`src/sv/i2c_master_bit_engine_assert.svh`:
```
// Assertion macros shared by the I2C master bit engine RTL.
`ifndef I2C_MASTER_BIT_ENGINE_ASSERT_SVH
`define I2C_MASTER_BIT_ENGINE_ASSERT_SVH

// Same-cycle implication, checked outside reset.
`define I2CM_ASSERT_NOW(label, clk, rst_n, ante, cons, msg) \
  label: assert property (@(posedge clk) disable iff (!rst_n) (ante) |-> (cons)) \
    else $error(msg);

// Next-cycle implication, checked outside reset.
`define I2CM_ASSERT_NEXT(label, clk, rst_n, ante, cons, msg) \
  label: assert property (@(posedge clk) disable iff (!rst_n) (ante) |=> (cons)) \
    else $error(msg);

`endif

```
`src/sv/i2cm_pkg.sv`:
```
// Types and constants for the I2C master bit engine.
`timescale 1ns / 1ps

package i2cm_pkg;

  // Command codes of the action field
  localparam logic [2:0] ACT_NONE  = 3'd0;
  localparam logic [2:0] ACT_START = 3'd1;
  localparam logic [2:0] ACT_STOP  = 3'd2;
  localparam logic [2:0] ACT_WRITE = 3'd3;
  localparam logic [2:0] ACT_READ  = 3'd4;

  // Configuration register indexes
  localparam logic CFG_HALF_BIT = 1'b0;
  localparam logic CFG_SETUP    = 1'b1;

  localparam int unsigned DLY_W  = 16;
  localparam int unsigned BYTE_W = 8;
  localparam int unsigned CNT_W  = 4;

  localparam logic [DLY_W-1:0]  HALF_BIT_RST = 16'd150;
  localparam logic [DLY_W-1:0]  SETUP_RST    = 16'd250;
  localparam logic [CNT_W-1:0]  BITS_PER_BYTE = 4'd8;
  localparam int unsigned       MSB_IDX = BYTE_W - 1;

  // Bus phases
  typedef enum logic [4:0] {
    PH_IDLE = 5'd0,
    PH_ST1  = 5'd1,
    PH_ST2  = 5'd2,
    PH_SP1  = 5'd3,
    PH_SP2  = 5'd4,
    PH_SP3  = 5'd5,
    PH_W1   = 5'd6,
    PH_W2   = 5'd7,
    PH_W3   = 5'd8,
    PH_A1   = 5'd9,
    PH_A2   = 5'd10,
    PH_A3   = 5'd11,
    PH_R0   = 5'd12,
    PH_RH   = 5'd13,
    PH_R2   = 5'd14,
    PH_R3   = 5'd15,
    PH_K1   = 5'd16,
    PH_KH   = 5'd17,
    PH_K3   = 5'd18,
    PH_K4   = 5'd19
  } phase_t;

  // One input item
  typedef struct packed {
    logic [2:0]        action;
    logic [BYTE_W-1:0] write_data;
    logic              ack_read;
    logic              scl_line;
    logic              sda_line;
  } cmd_t;

  // One result item
  typedef struct packed {
    logic              scl_drive_low;
    logic              sda_drive_low;
    logic              busy_res;
    logic              done_res;
    logic [BYTE_W-1:0] read_data;
    logic              nack;
  } res_t;

endpackage

```
`src/sv/i2cm_if.sv`:
```
// Valid/ready channel interfaces for commands and results.
`timescale 1ns / 1ps

interface i2cm_in_if import i2cm_pkg::*; ();
  logic              valid;
  logic              ready;
  logic [2:0]        action;
  logic [BYTE_W-1:0] write_data;
  logic              ack_read;
  logic              scl_line;
  logic              sda_line;

  modport source (output valid, action, write_data, ack_read, scl_line, sda_line,
                  input ready);
  modport sink (input valid, action, write_data, ack_read, scl_line, sda_line,
                output ready);
endinterface

interface i2cm_out_if import i2cm_pkg::*; ();
  logic              valid;
  logic              ready;
  logic              scl_drive_low;
  logic              sda_drive_low;
  logic              busy_res;
  logic              done_res;
  logic [BYTE_W-1:0] read_data;
  logic              nack;

  modport source (output valid, scl_drive_low, sda_drive_low, busy_res, done_res,
                  read_data, nack, input ready);
  modport sink (input valid, scl_drive_low, sda_drive_low, busy_res, done_res,
                read_data, nack, output ready);
endinterface

```
`src/sv/i2c_master_bit_engine.sv`:
```
// Top level of the I2C master bit engine.
// Usage:
//   in_ch carries one item per clock tick while ready is high: a command code
//   (none, start, stop, write byte, read byte), the byte to send, the ACK choice
//   for reads and the sampled SCL and SDA wires. Commands are ignored while busy.
//   out_ch returns one item per input item: the SCL/SDA pull-low drives, busy,
//   a one-tick done flag, the last read byte and the NACK of the last write.
//   cfg_we/cfg_index/cfg_data write the half-bit (index 0) and setup (index 1)
//   delay counts; write them only while the engine is idle.
// A result is registered and appears in the cycle after its item is accepted.
// Throughput: one item per cycle unless a held result stalls; the state machine
//   steps once per item and the single result register decouples the two channels.
// Bus timing is counted in accepted items, not in clock cycles, so feed one
//   item per bus tick to keep the timing exact.
// Reset (rst_n low, synchronous): idle, both wires released, delays reset to
//   150 and 250 ticks, output channel empty.
// Stall: while out_ch.ready is low the held result stays and in_ch.ready
//   drops, so the engine pauses without losing a tick.
`timescale 1ns / 1ps

`include "i2c_master_bit_engine_assert.svh"

module i2c_master_bit_engine import i2cm_pkg::*; (
  input  logic              clk,
  input  logic              rst_n,
  input  logic              cfg_we,
  input  logic              cfg_index,
  input  logic [DLY_W-1:0]  cfg_data,
  i2cm_in_if.sink           in_ch,
  i2cm_out_if.source        out_ch
);

  logic   in_ready;
  logic   step;
  cmd_t   cmd;
  res_t   res_nxt;
  res_t   res_q;
  phase_t phase;

  assign step     = in_ch.valid && in_ready;
  assign in_ch.ready = in_ready;

  // Gather the input item
  always_comb begin
    cmd.action     = in_ch.action;
    cmd.write_data = in_ch.write_data;
    cmd.ack_read   = in_ch.ack_read;
    cmd.scl_line   = in_ch.scl_line;
    cmd.sda_line   = in_ch.sda_line;
  end

  i2cm_core u_core (
    .clk       (clk),
    .rst_n     (rst_n),
    .cfg_we    (cfg_we),
    .cfg_index (cfg_index),
    .cfg_data  (cfg_data),
    .step      (step),
    .cmd       (cmd),
    .res       (res_nxt),
    .phase     (phase)
  );

  i2cm_out_stage u_out (
    .clk       (clk),
    .rst_n     (rst_n),
    .load      (step),
    .res_in    (res_nxt),
    .out_ready (out_ch.ready),
    .in_ready  (in_ready),
    .out_valid (out_ch.valid),
    .res_out   (res_q)
  );

  // Drive the result channel
  assign out_ch.scl_drive_low = res_q.scl_drive_low;
  assign out_ch.sda_drive_low = res_q.sda_drive_low;
  assign out_ch.busy_res      = res_q.busy_res;
  assign out_ch.done_res      = res_q.done_res;
  assign out_ch.read_data     = res_q.read_data;
  assign out_ch.nack          = res_q.nack;

  // Checks
  `I2CM_ASSERT_NEXT(a_step_fills_out, clk, rst_n, step, out_ch.valid, "accepted item gave no result")
  `I2CM_ASSERT_NOW(a_stall_only_full, clk, rst_n, !in_ready, out_ch.valid && !out_ch.ready, "input stalled without a held result")
  `I2CM_ASSERT_NEXT(a_busy_matches, clk, rst_n, step, out_ch.busy_res == (phase != PH_IDLE), "busy flag disagrees with phase")
  `I2CM_ASSERT_NOW(a_done_not_busy, clk, rst_n, out_ch.valid && out_ch.done_res, !out_ch.busy_res, "done reported while busy")

endmodule

```
`src/sv/i2cm_core.sv`:
```
// Bus phase state machine: advances one tick per accepted item.
`timescale 1ns / 1ps

module i2cm_core import i2cm_pkg::*; (
  input  logic              clk,
  input  logic              rst_n,
  input  logic              cfg_we,
  input  logic              cfg_index,
  input  logic [DLY_W-1:0]  cfg_data,
  input  logic              step,
  input  cmd_t              cmd,
  output res_t              res,
  output phase_t            phase
);

  phase_t             phase_r, phase_nxt;
  logic [CNT_W-1:0]   bit_r, bit_nxt;
  logic [DLY_W-1:0]   delay_r, delay_nxt;
  logic [BYTE_W-1:0]  shift_r, shift_nxt;
  logic               scl_low_r, scl_low_nxt;
  logic               sda_low_r, sda_low_nxt;
  logic               ack_choice_r, ack_choice_nxt;
  logic               nack_r, nack_nxt;
  logic [BYTE_W-1:0]  rbyte_r, rbyte_nxt;
  logic [DLY_W-1:0]   half_bit_r;
  logic [DLY_W-1:0]   setup_r;
  logic               ovr;
  logic               done;
  logic [CNT_W-1:0]   bit_inc;

  // Configuration registers
  always_ff @(posedge clk) begin
    if (!rst_n) begin
      half_bit_r <= HALF_BIT_RST;
      setup_r    <= SETUP_RST;
    end else if (cfg_we) begin
      if (cfg_index == CFG_HALF_BIT) begin
        half_bit_r <= cfg_data;
      end else begin
        setup_r <= cfg_data;
      end
    end
  end

  // State registers, advanced on each accepted item
  always_ff @(posedge clk) begin
    if (!rst_n) begin
      phase_r      <= PH_IDLE;
      bit_r        <= '0;
      delay_r      <= '0;
      shift_r      <= '0;
      scl_low_r    <= 1'b0;
      sda_low_r    <= 1'b0;
      ack_choice_r <= 1'b0;
      nack_r       <= 1'b0;
      rbyte_r      <= '0;
    end else if (step) begin
      phase_r      <= phase_nxt;
      bit_r        <= bit_nxt;
      delay_r      <= delay_nxt;
      shift_r      <= shift_nxt;
      scl_low_r    <= scl_low_nxt;
      sda_low_r    <= sda_low_nxt;
      ack_choice_r <= ack_choice_nxt;
      nack_r       <= nack_nxt;
      rbyte_r      <= rbyte_nxt;
    end
  end

  // Delay has run out once the count is one or zero
  assign ovr     = (delay_r <= 16'd1);
  assign bit_inc = bit_r + 4'd1;

  // Next state for one tick
  always_comb begin
    phase_nxt      = phase_r;
    bit_nxt        = bit_r;
    delay_nxt      = ovr ? delay_r : (delay_r - 16'd1);
    shift_nxt      = shift_r;
    scl_low_nxt    = scl_low_r;
    sda_low_nxt    = sda_low_r;
    ack_choice_nxt = ack_choice_r;
    nack_nxt       = nack_r;
    rbyte_nxt      = rbyte_r;
    done           = 1'b0;
    case (phase_r)
      PH_IDLE: begin
        delay_nxt = delay_r;
        case (cmd.action)
          ACT_START: begin
            sda_low_nxt = 1'b0;
            scl_low_nxt = 1'b0;
            delay_nxt   = setup_r;
            phase_nxt   = PH_ST1;
          end
          ACT_STOP: begin
            sda_low_nxt = 1'b1;
            delay_nxt   = setup_r;
            phase_nxt   = PH_SP1;
          end
          ACT_WRITE: begin
            shift_nxt   = cmd.write_data;
            bit_nxt     = '0;
            sda_low_nxt = ~cmd.write_data[MSB_IDX];
            delay_nxt   = half_bit_r;
            phase_nxt   = PH_W1;
          end
          ACT_READ: begin
            ack_choice_nxt = cmd.ack_read;
            shift_nxt      = '0;
            bit_nxt        = '0;
            sda_low_nxt    = 1'b0;
            delay_nxt      = half_bit_r;
            phase_nxt      = PH_R0;
          end
          default: ;
        endcase
      end
      PH_ST1: if (ovr) begin
        sda_low_nxt = 1'b1;
        delay_nxt   = setup_r;
        phase_nxt   = PH_ST2;
      end
      PH_ST2: if (ovr) begin
        scl_low_nxt = 1'b1;
        done        = 1'b1;
        phase_nxt   = PH_IDLE;
      end
      PH_SP1: if (ovr) begin
        scl_low_nxt = 1'b0;
        delay_nxt   = setup_r;
        phase_nxt   = PH_SP2;
      end
      PH_SP2: if (ovr) begin
        sda_low_nxt = 1'b0;
        delay_nxt   = setup_r;
        phase_nxt   = PH_SP3;
      end
      PH_SP3: if (ovr) begin
        done      = 1'b1;
        phase_nxt = PH_IDLE;
      end
      PH_W1: if (ovr) begin
        scl_low_nxt = 1'b0;
        delay_nxt   = half_bit_r;
        phase_nxt   = PH_W2;
      end
      PH_W2: if (ovr && cmd.scl_line) begin
        scl_low_nxt = 1'b1;
        delay_nxt   = half_bit_r;
        phase_nxt   = PH_W3;
      end
      PH_W3: if (ovr) begin
        // shift out next bit, or hand SDA to the slave for ACK
        shift_nxt = {shift_r[BYTE_W-2:0], 1'b0};
        bit_nxt   = bit_inc;
        if (bit_inc < BITS_PER_BYTE) begin
          sda_low_nxt = ~shift_r[MSB_IDX-1];
          phase_nxt   = PH_W1;
        end else begin
          sda_low_nxt = 1'b0;
          phase_nxt   = PH_A1;
        end
        delay_nxt = half_bit_r;
      end
      PH_A1: if (ovr) begin
        scl_low_nxt = 1'b0;
        delay_nxt   = half_bit_r;
        phase_nxt   = PH_A2;
      end
      PH_A2: if (ovr && cmd.scl_line) begin
        delay_nxt = half_bit_r;
        phase_nxt = PH_A3;
      end
      PH_A3: if (ovr) begin
        nack_nxt    = cmd.sda_line;
        scl_low_nxt = 1'b1;
        done        = 1'b1;
        phase_nxt   = PH_IDLE;
      end
      PH_R0: if (ovr) begin
        scl_low_nxt = 1'b0;
        delay_nxt   = half_bit_r;
        phase_nxt   = PH_RH;
      end
      PH_RH: if (ovr && cmd.scl_line) begin
        shift_nxt = {shift_r[BYTE_W-2:0], cmd.sda_line};
        delay_nxt = half_bit_r;
        phase_nxt = PH_R2;
      end
      PH_R2: if (ovr) begin
        scl_low_nxt = 1'b1;
        delay_nxt   = half_bit_r;
        phase_nxt   = PH_R3;
      end
      PH_R3: if (ovr) begin
        bit_nxt = bit_inc;
        if (bit_inc < BITS_PER_BYTE) begin
          scl_low_nxt = 1'b0;
          phase_nxt   = PH_RH;
        end else begin
          sda_low_nxt = ack_choice_r;
          phase_nxt   = PH_K1;
        end
        delay_nxt = half_bit_r;
      end
      PH_K1: if (ovr) begin
        scl_low_nxt = 1'b0;
        delay_nxt   = half_bit_r;
        phase_nxt   = PH_KH;
      end
      PH_KH: if (ovr && cmd.scl_line) begin
        delay_nxt = half_bit_r;
        phase_nxt = PH_K3;
      end
      PH_K3: if (ovr) begin
        scl_low_nxt = 1'b1;
        delay_nxt   = half_bit_r;
        phase_nxt   = PH_K4;
      end
      PH_K4: if (ovr) begin
        sda_low_nxt = 1'b1;
        rbyte_nxt   = shift_r;
        done        = 1'b1;
        phase_nxt   = PH_IDLE;
      end
      default: begin
        delay_nxt = delay_r;
        phase_nxt = PH_IDLE;
      end
    endcase
  end

  // Result of this tick: values after the update
  always_comb begin
    res.scl_drive_low = scl_low_nxt;
    res.sda_drive_low = sda_low_nxt;
    res.busy_res      = (phase_nxt != PH_IDLE);
    res.done_res      = done;
    res.read_data     = rbyte_nxt;
    res.nack          = nack_nxt;
  end

  assign phase = phase_r;

endmodule

```
`src/sv/i2cm_out_stage.sv`:
```
// Result register between the state machine and the output channel.
`timescale 1ns / 1ps

module i2cm_out_stage import i2cm_pkg::*; (
  input  logic clk,
  input  logic rst_n,
  input  logic load,
  input  res_t res_in,
  input  logic out_ready,
  output logic in_ready,
  output logic out_valid,
  output res_t res_out
);

  logic valid_r;
  res_t data_r;

  // Take a new item when no result is held or the held result leaves this cycle
  assign in_ready = !valid_r || out_ready;

  always_ff @(posedge clk) begin
    if (!rst_n) begin
      valid_r <= 1'b0;
    end else if (load) begin
      valid_r <= 1'b1;
    end else if (out_ready) begin
      valid_r <= 1'b0;
    end
  end

  always_ff @(posedge clk) begin
    if (load) begin
      data_r <= res_in;
    end
  end

  assign out_valid = valid_r;
  assign res_out   = data_r;

endmodule

```
`src/flat_wrapper.sv`:
```
// flat-port wrapper written by rule: the top's interface ports become plain ports
module i2c_master_bit_engine_flat import i2cm_pkg::*;
  (clk, rst_n, cfg_we, cfg_index, cfg_data, in_ch_valid, in_ch_action, in_ch_write_data, in_ch_ack_read, in_ch_scl_line, in_ch_sda_line, in_ch_ready, out_ch_valid, out_ch_scl_drive_low, out_ch_sda_drive_low, out_ch_busy_res, out_ch_done_res, out_ch_read_data, out_ch_nack, out_ch_ready);
  i2cm_in_if in_ch_i ();
  i2cm_out_if out_ch_i ();
  input  logic clk;
  input  logic rst_n;
  input  logic cfg_we;
  input  logic cfg_index;
  input  logic [DLY_W-1:0] cfg_data;
  input wire logic [$bits(in_ch_i.valid)-1:0] in_ch_valid;
  input wire logic [$bits(in_ch_i.action)-1:0] in_ch_action;
  input wire logic [$bits(in_ch_i.write_data)-1:0] in_ch_write_data;
  input wire logic [$bits(in_ch_i.ack_read)-1:0] in_ch_ack_read;
  input wire logic [$bits(in_ch_i.scl_line)-1:0] in_ch_scl_line;
  input wire logic [$bits(in_ch_i.sda_line)-1:0] in_ch_sda_line;
  output wire logic [$bits(in_ch_i.ready)-1:0] in_ch_ready;
  output wire logic [$bits(out_ch_i.valid)-1:0] out_ch_valid;
  output wire logic [$bits(out_ch_i.scl_drive_low)-1:0] out_ch_scl_drive_low;
  output wire logic [$bits(out_ch_i.sda_drive_low)-1:0] out_ch_sda_drive_low;
  output wire logic [$bits(out_ch_i.busy_res)-1:0] out_ch_busy_res;
  output wire logic [$bits(out_ch_i.done_res)-1:0] out_ch_done_res;
  output wire logic [$bits(out_ch_i.read_data)-1:0] out_ch_read_data;
  output wire logic [$bits(out_ch_i.nack)-1:0] out_ch_nack;
  input wire logic [$bits(out_ch_i.ready)-1:0] out_ch_ready;
  assign in_ch_i.valid = in_ch_valid;
  assign in_ch_i.action = in_ch_action;
  assign in_ch_i.write_data = in_ch_write_data;
  assign in_ch_i.ack_read = in_ch_ack_read;
  assign in_ch_i.scl_line = in_ch_scl_line;
  assign in_ch_i.sda_line = in_ch_sda_line;
  assign in_ch_ready = in_ch_i.ready;
  assign out_ch_valid = out_ch_i.valid;
  assign out_ch_scl_drive_low = out_ch_i.scl_drive_low;
  assign out_ch_sda_drive_low = out_ch_i.sda_drive_low;
  assign out_ch_busy_res = out_ch_i.busy_res;
  assign out_ch_done_res = out_ch_i.done_res;
  assign out_ch_read_data = out_ch_i.read_data;
  assign out_ch_nack = out_ch_i.nack;
  assign out_ch_i.ready = out_ch_ready;
  i2c_master_bit_engine u_core (.clk(clk), .rst_n(rst_n), .cfg_we(cfg_we), .cfg_index(cfg_index), .cfg_data(cfg_data), .in_ch(in_ch_i), .out_ch(out_ch_i));
endmodule
```
`config.mk`:
```
export PLATFORM = sky130hd
export DESIGN_NAME = i2c_master_bit_engine_flat
export DESIGN_NICKNAME = d
export VERILOG_FILES = /design/src/sv/i2cm_pkg.sv /design/src/sv/i2cm_if.sv /design/src/sv/i2c_master_bit_engine.sv /design/src/sv/i2cm_core.sv /design/src/sv/i2cm_out_stage.sv /design/src/flat_wrapper.sv
export VERILOG_INCLUDE_DIRS = /design/src /design/src/sv
export SDC_FILE = /design/constraint.sdc
export NUM_CORES = 1
export LEC_CHECK = 0
export BUFFER_PORTS_ARGS = -buffer_cell sky130_fd_sc_hd__buf_2
export CAP_MARGIN = 20
export CELL_PAD_IN_SITES_DETAIL_PLACEMENT = 0
export CELL_PAD_IN_SITES_GLOBAL_PLACEMENT = 1
export CORE_MARGIN = 2
export CORE_UTILIZATION = 48
export CTS_BUF_LIST = sky130_fd_sc_hd__clkbuf_16
export CTS_CLUSTER_SIZE = 24
export DETAILED_ROUTE_END_ITERATION = 8
export MAX_ROUTING_LAYER = met4
export PLACE_DENSITY_LB_ADDON = 0.1
export SYNTH_ARGS = -nofsm -noshare
export SYNTH_HDL_FRONTEND = slang
export SYNTH_SLANG_ARGS = --single-unit
```
`constraint.sdc`:
```
create_clock -name clk -period 4.57 [get_ports clk]
set_input_delay 0.914 -clock clk [delete_from_list [all_inputs] [get_ports clk]]
set_output_delay 0.914 -clock clk [all_outputs]
set_load 0.02 [all_outputs]
```
# Word-level counts from Yosys, hierarchy flattened
# Index checks and enable logic that the tools add are counted.
[totals]
register_bits = 91
output_inout_bits = 15
input_bits = 36
word_cells = 136
[classes]
n_mux = 55
n_reduce_logical = 27
eq_ne = 29
bitwise = 3
n_addsub = 2
magnitude_cmp = 2
[op_table]
columns = ["operator", "count"]
rows = [
  ["2-to-1 mux 5 bit", 17],
  ["case mux 5 bit (17 select lines)", 1],
  ["case mux 16 bit (5 select lines)", 1],
  ["2-to-1 mux 16 bit", 4],
  ["== test 5 x 4 -> 1 bit (second input constant)", 8],
  ["2-to-1 mux 8 bit", 4],
  ["case mux 16 bit (2 select lines)", 1],
  ["case mux 8 bit (3 select lines)", 1],
  ["== test 5 x 3 -> 1 bit (second input constant)", 4],
  ["== test 5 bit (second input constant)", 4],
  ["case mux 5 bit (4 select lines)", 1],
  ["2-to-1 mux 1 bit", 17],
  ["<= comparator 16 x 1 -> 1 bit (second input constant)", 1],
  ["case mux 8 bit (2 select lines)", 1],
  ["subtractor 16 x 1 -> 16 bit (second input constant)", 1],
  ["2-to-1 mux 4 bit", 3],
  ["OR reduction 4 bit", 3],
  ["== test 5 x 2 -> 1 bit (second input constant)", 2],
  ["case mux 1 bit (5 select lines)", 2],
  ["nonzero test 5 bit", 2],
  ["OR reduction 2 bit", 5],
  ["case mux 4 bit (2 select lines)", 1],
  ["OR reduction 8 bit", 1],
  ["== test 3 x 2 -> 1 bit (second input constant)", 2],
  ["23 further kinds", 31],
]

# Longest topological paths before layout
[logic_depth]
depth_word = 6
mapped_depth = 10

# Modules after synthesis
# Synthesis repeated with hierarchy kept, for this count alone.
[hier_totals]
hier_cells = 744
hier_area_um2 = 5688.0
[modules_own_cells]
columns = ["module", "instances", "cells_each", "area_per_inst_um2"]
rows = [
  ["i2cm_core", 1, 726, 5242.5],
  ["i2cm_out_stage", 1, 17, 439.2],
  ["i2c_master_bit_engine", 1, 1, 6.3],
]

# Worst setup path before layout
# No wires, ideal clock.
[synth_path]
path_kind = "input-to-reg"
startpoint = "input in_ch_action[0]"
endpoint = "register u_core.u_out.data_r (netlist bit u_core.u_out.res_out[10]), data pin"
path_slack_ns = 1.798
t_required_ns = 4.298
n_path_buf = 0
arrival_ns = 2.500
path_stages = 7
setup_time_ns = 0.272
cell_sequence = "or3b_2 > nand2_1 > o221ai_1 > a31o_2 > a21oi_1 > o21ai_1 > or4b_1"
[synth_lines]
columns = ["element", "line_no", "text"]
rows = [
  ["start, declared", "flat_wrapper.sv:12", "input wire logic [$bits(in_ch_i.action)-1:0] in_ch_action;"],
  ["end signal, assigned", "i2cm_out_stage.sv:33", "data_r <= res_in;"],
  ["end, declared", "i2cm_out_stage.sv:16", "res_t data_r;"],
]

# Final worst setup path
[layout_path]
startpoint = "register u_core.u_core.delay_r[4]"
endpoint = "register u_core.u_core.delay_r[14]"
[layout_via]
elab_chain_cells = 4
word_cells_on_any_way = 8
cone_classes = "add/sub (1); order compare (1); mux (5); reduce/logical (1)"
[layout_rtl]
columns = ["element", "line_no", "text"]
rows = [
  ["start, declared", "i2cm_core.sv:18", "logic [DLY_W-1:0] delay_r, delay_nxt;"],
  ["start signal, assigned", "i2cm_core.sv:60", "delay_r <= delay_nxt;"],
  ["subtractor 16 x 1 -> 16 bit / <= comparator 16 x 1 -> 1 bit (equally long branches)", "i2cm_core.sv:78, i2cm_core.sv:71", ""],
  ["2-to-1 mux 16 bit / logical AND 1 bit (equally long branches)", "--", ""],
  ["2-to-1 mux 16 bit (on tied branches)", "--", ""],
  ["case mux 16 bit (5 select lines) (*)", "i2cm_core.sv:86", "case (phase_r)"],
]
# Every way passes the cells marked *; elsewhere a longest branch is shown, timed or not.
# A chain may end at the register's enable or synchronous reset.

==> flow_summary.toml <==
[min_path]
min_to = "u_core.u_core.rbyte_r[4]$_SDFFE_PN0P_"
hp-start = "u_core.u_core.rbyte_r[4]$_SDFFE_PN0P_"
min_path_type = "reg -> reg"
hold_path_depth = 2

[place]
place_area_um2 = 5940
globalplace.congestion = 0.917
hpwl_um = 11600
portBuffers = 50

[yosys]
synth-main-ff-cell = "dfxtp_1"
ys_seq_area_frac = 0.345
synth-simple-area-share = 0.262
syn_inst = 719
synth_nets = 758
synth_compound_area_frac = 0.282
synth_adder_area_share = 0.00664
postSynthAreaPerCell_um2 = 7.86
synth_edf_count = 13
async_flop_share = 0
synth_top_family_by_area = "compound AO/OA/AOI/OAI gates"
synth_mux_area_frac = 0.0356
syn-cell-area_um2 = 5650
synth_seq_cells = 91
synth_xor_area_frac = 0.0170
yosysUniqueCellTypes = 76
yosysWarnings = 0

[final_layout]
stdcell_area_um2 = 6200
final_nets = 777
area_delta_synth_final_pct = 9.71
fin_util = 0.541
diodes = 0
final_layout_size_suffix_gt1_frac = 0.139

[routing]
drtAntennaViolNets = 0
drcViolationCount = 0
wirelength_um = 16600
post_drt_wl_per_cell_um = 18.7
routed_via_density = 6.23
vias = 5517
drt_iter0_drc = 389
first_pass_iters = 5

[setup_path]
path_max_fanout = 13
critPathLaunchType = "flop"
rr_worst_depth = 7
worstPathArrival_ps = 3450
slowest_stage = "o21ai_2"
reg2reg_slack_ps = 1330
max_stage_delay_ps = 560
crit_required_ps = 4780
crit_chain = "nor3_2 -> and4b_1 -> nand3_2 -> a221oi_2 -> nand2_1 -> o21ai_2 -> o22ai_1"
cp-end-kind = "flop"
worst_r2r_endpoint = "u_core.u_core.delay_r[14]$_SDFFE_PN0P_"
path_class = "reg -> reg"
r2r_start = "u_core.u_core.delay_r[4]$_SDFFE_PN0P_"

[clock_tree]
cts_hold_buf = 0
post_cts_buffers = 0
cts_sinks = 91
cts_tree = "yes"
cts_buffers = 9
path_clk_slew_ps = 70
clock_tree.buffer_depth = 2
post_cts_resize_count = 0
cts_root_buffer = "clkbuf_16"
h-tree-depth = 3
insertion_delay_ps = 350

[global_routing]
overflow = 0
grt_first_pass_wirelength_um = 27300
grt_start_max_net_pins = 52
antenna_found_initial = 0
grt_use_total = 0.272
grt_busiest_layer = "met2"
grt_pass1_vias = 5351
use_met2 = 0.436
grtUsageMet3 = 0.0443
use_met1 = 0.345

[power_and_ir_drop]
ir_worst_vdd_v = 0.000276
leakage_nw = 2.41
p_per_area_nw_per_um2 = 395

[floorplanning]
pin_count = 51
fp.dieW_um = 113
num_rows = 39
start_util = 0.493
coreArea_um2 = 11500
die_h_um = 113
die_area_um2 = 12700

[sta]
fmax_ghz = 0.309
slew_violations = 0
finalHoldViolCount = 0
fin_crit_ps = 3240
clock_skew_ps = 7.18
setup_violations = 0
tns_ps = 0
slew_headroom = 0.388
worstMarginPinSlew_ps = 911
rsz0062_at_grt = "no"
post-route-period-util = 0.708

[status]
outcome = "finished, final reports clean"

[job]
drv_cap = 0
## state kept, by name, summed over array words and instances, names as in the netlist, 4 cells and up
name and cells:
u_core.u_core.delay_r 16, u_core.u_core.half_bit_r 16, u_core.u_core.setup_r 16, u_core.u_out.res_out 13
u_core.u_core.rbyte_r 8, u_core.u_core.shift_r 8, u_core.u_core.phase 5, u_core.u_core.bit_r 4
## stage by stage
stage | hold WS (ps) | cells | worst slack (ps) | power, mW
5_1_grt | 498 | 886 | 1150 | 2.57
4_1_cts | 467 | 886 | 1360 | 2.45
3_5_place_dp | 458 | 870 | 991 | 1.77
2_1_floorplan | 441 | 719 | 1800 | 1.57
6_report | 468 | 886 | 1330 | 2.45
3_3_place_gp | 448 | 869 | 1040 | 1.76
## per-layer routing
layer | wire, um | share of wire
met5 | 0 | 0
met4 | 303 | 0.018
met3 | 1270 | 0.077
met2 | 7910 | 0.48
met1 | 7120 | 0.43
## power breakdown
part / internal [mW] / total [mW] / switching [mW]
clock network: 0.362 / 0.677 / 0.315
registers: 0.870 / 0.939 / 0.0683
logic: 0.303 / 0.833 / 0.529
total: 1.54 / 2.45 / 0.913
## cell families after synthesis
group	count (synthesis)
xor gates and xnor gates	11
muxes	19
AOI/OAI and AO/OA	225
and+or+nand+nor	302
DFF	91
buffers and inverters	68
adders and majority gates	3
## critical path: cells and delay by family (launching register included)
family	cells	cell delay (ps)
simple gates	4	1560
compound gates	3	1170
flops	1	360
## placed cells by master (no fill, tap or decap), types with 6 or more instances in the layout
cell type    n
and2_1       8
nand2_1    151
mux2i_1     10
mux2_2       9
buf_2       50
nor2b_1     11
a21boi_0    37
inv_1       15
o21ai_0     41
nor3_1      13
a311oi_1     8
a31oi_1     10
buf_4       13
o211a_1      9
o211ai_1     6
clkbuf_16    9
o22ai_1     13
a221oi_1     7
xnor2_1      6
dfxtp_1     78
a21oi_1     35
nand2b_1     7
edfxtp_1    13
a221o_1     14
nor2_1      28
nand3_1     44
## layout make-up
| class | instances | area, um2 |
|---|---|---|
| fill | 1074 | 5260 |
| multi-input combinational | 560 | 3410 |
| sequential | 91 | 1950 |
| timing repair buffer | 63 | 348 |
| clock buffer | 9 | 225 |
| tap | 143 | 179 |
| inverter | 13 | 48.8 |
| clock inverter | 7 | 36.3 |
## worst max path at each step
stage	depth (start not counted)	endpoint	start
floorplan	7	u_core.u_out.res_out[10]$_DFFE_PP_	in_ch_action[0]
global placement	8	u_core.u_out.res_out[10]$_DFFE_PP_	in_ch_action[0]
detailed placement	8	u_core.u_out.res_out[10]$_DFFE_PP_	in_ch_action[2]
CTS	8	u_core.u_out.res_out[10]$_DFFE_PP_	in_ch_action[2]
global route	7	u_core.u_core.delay_r[14]$_SDFFE_PN0P_	u_core.u_core.delay_r[4]$_SDFFE_PN0P_
finish	7	u_core.u_core.delay_r[14]$_SDFFE_PN0P_	u_core.u_core.delay_r[4]$_SDFFE_PN0P_
## Yosys cell counts, drive strengths merged, types with 10 or more instances
cell    count  area share
nand2     152        0.10
dfxtp      78        0.28
nand3      45       0.041
o21ai      45       0.040
a21boi     38       0.050
a21oi      35       0.031
clkbuf     35       0.023
nor2       29       0.020
buf        20       0.019
nor3       15       0.015
a221o      14       0.025
edfxtp     13       0.069
o22ai      13       0.014
inv        12      0.0080
nor2b      11       0.012
a31oi      10       0.011
mux2i      10       0.018
No activity file was read; power rests on OpenSTA's default activity.
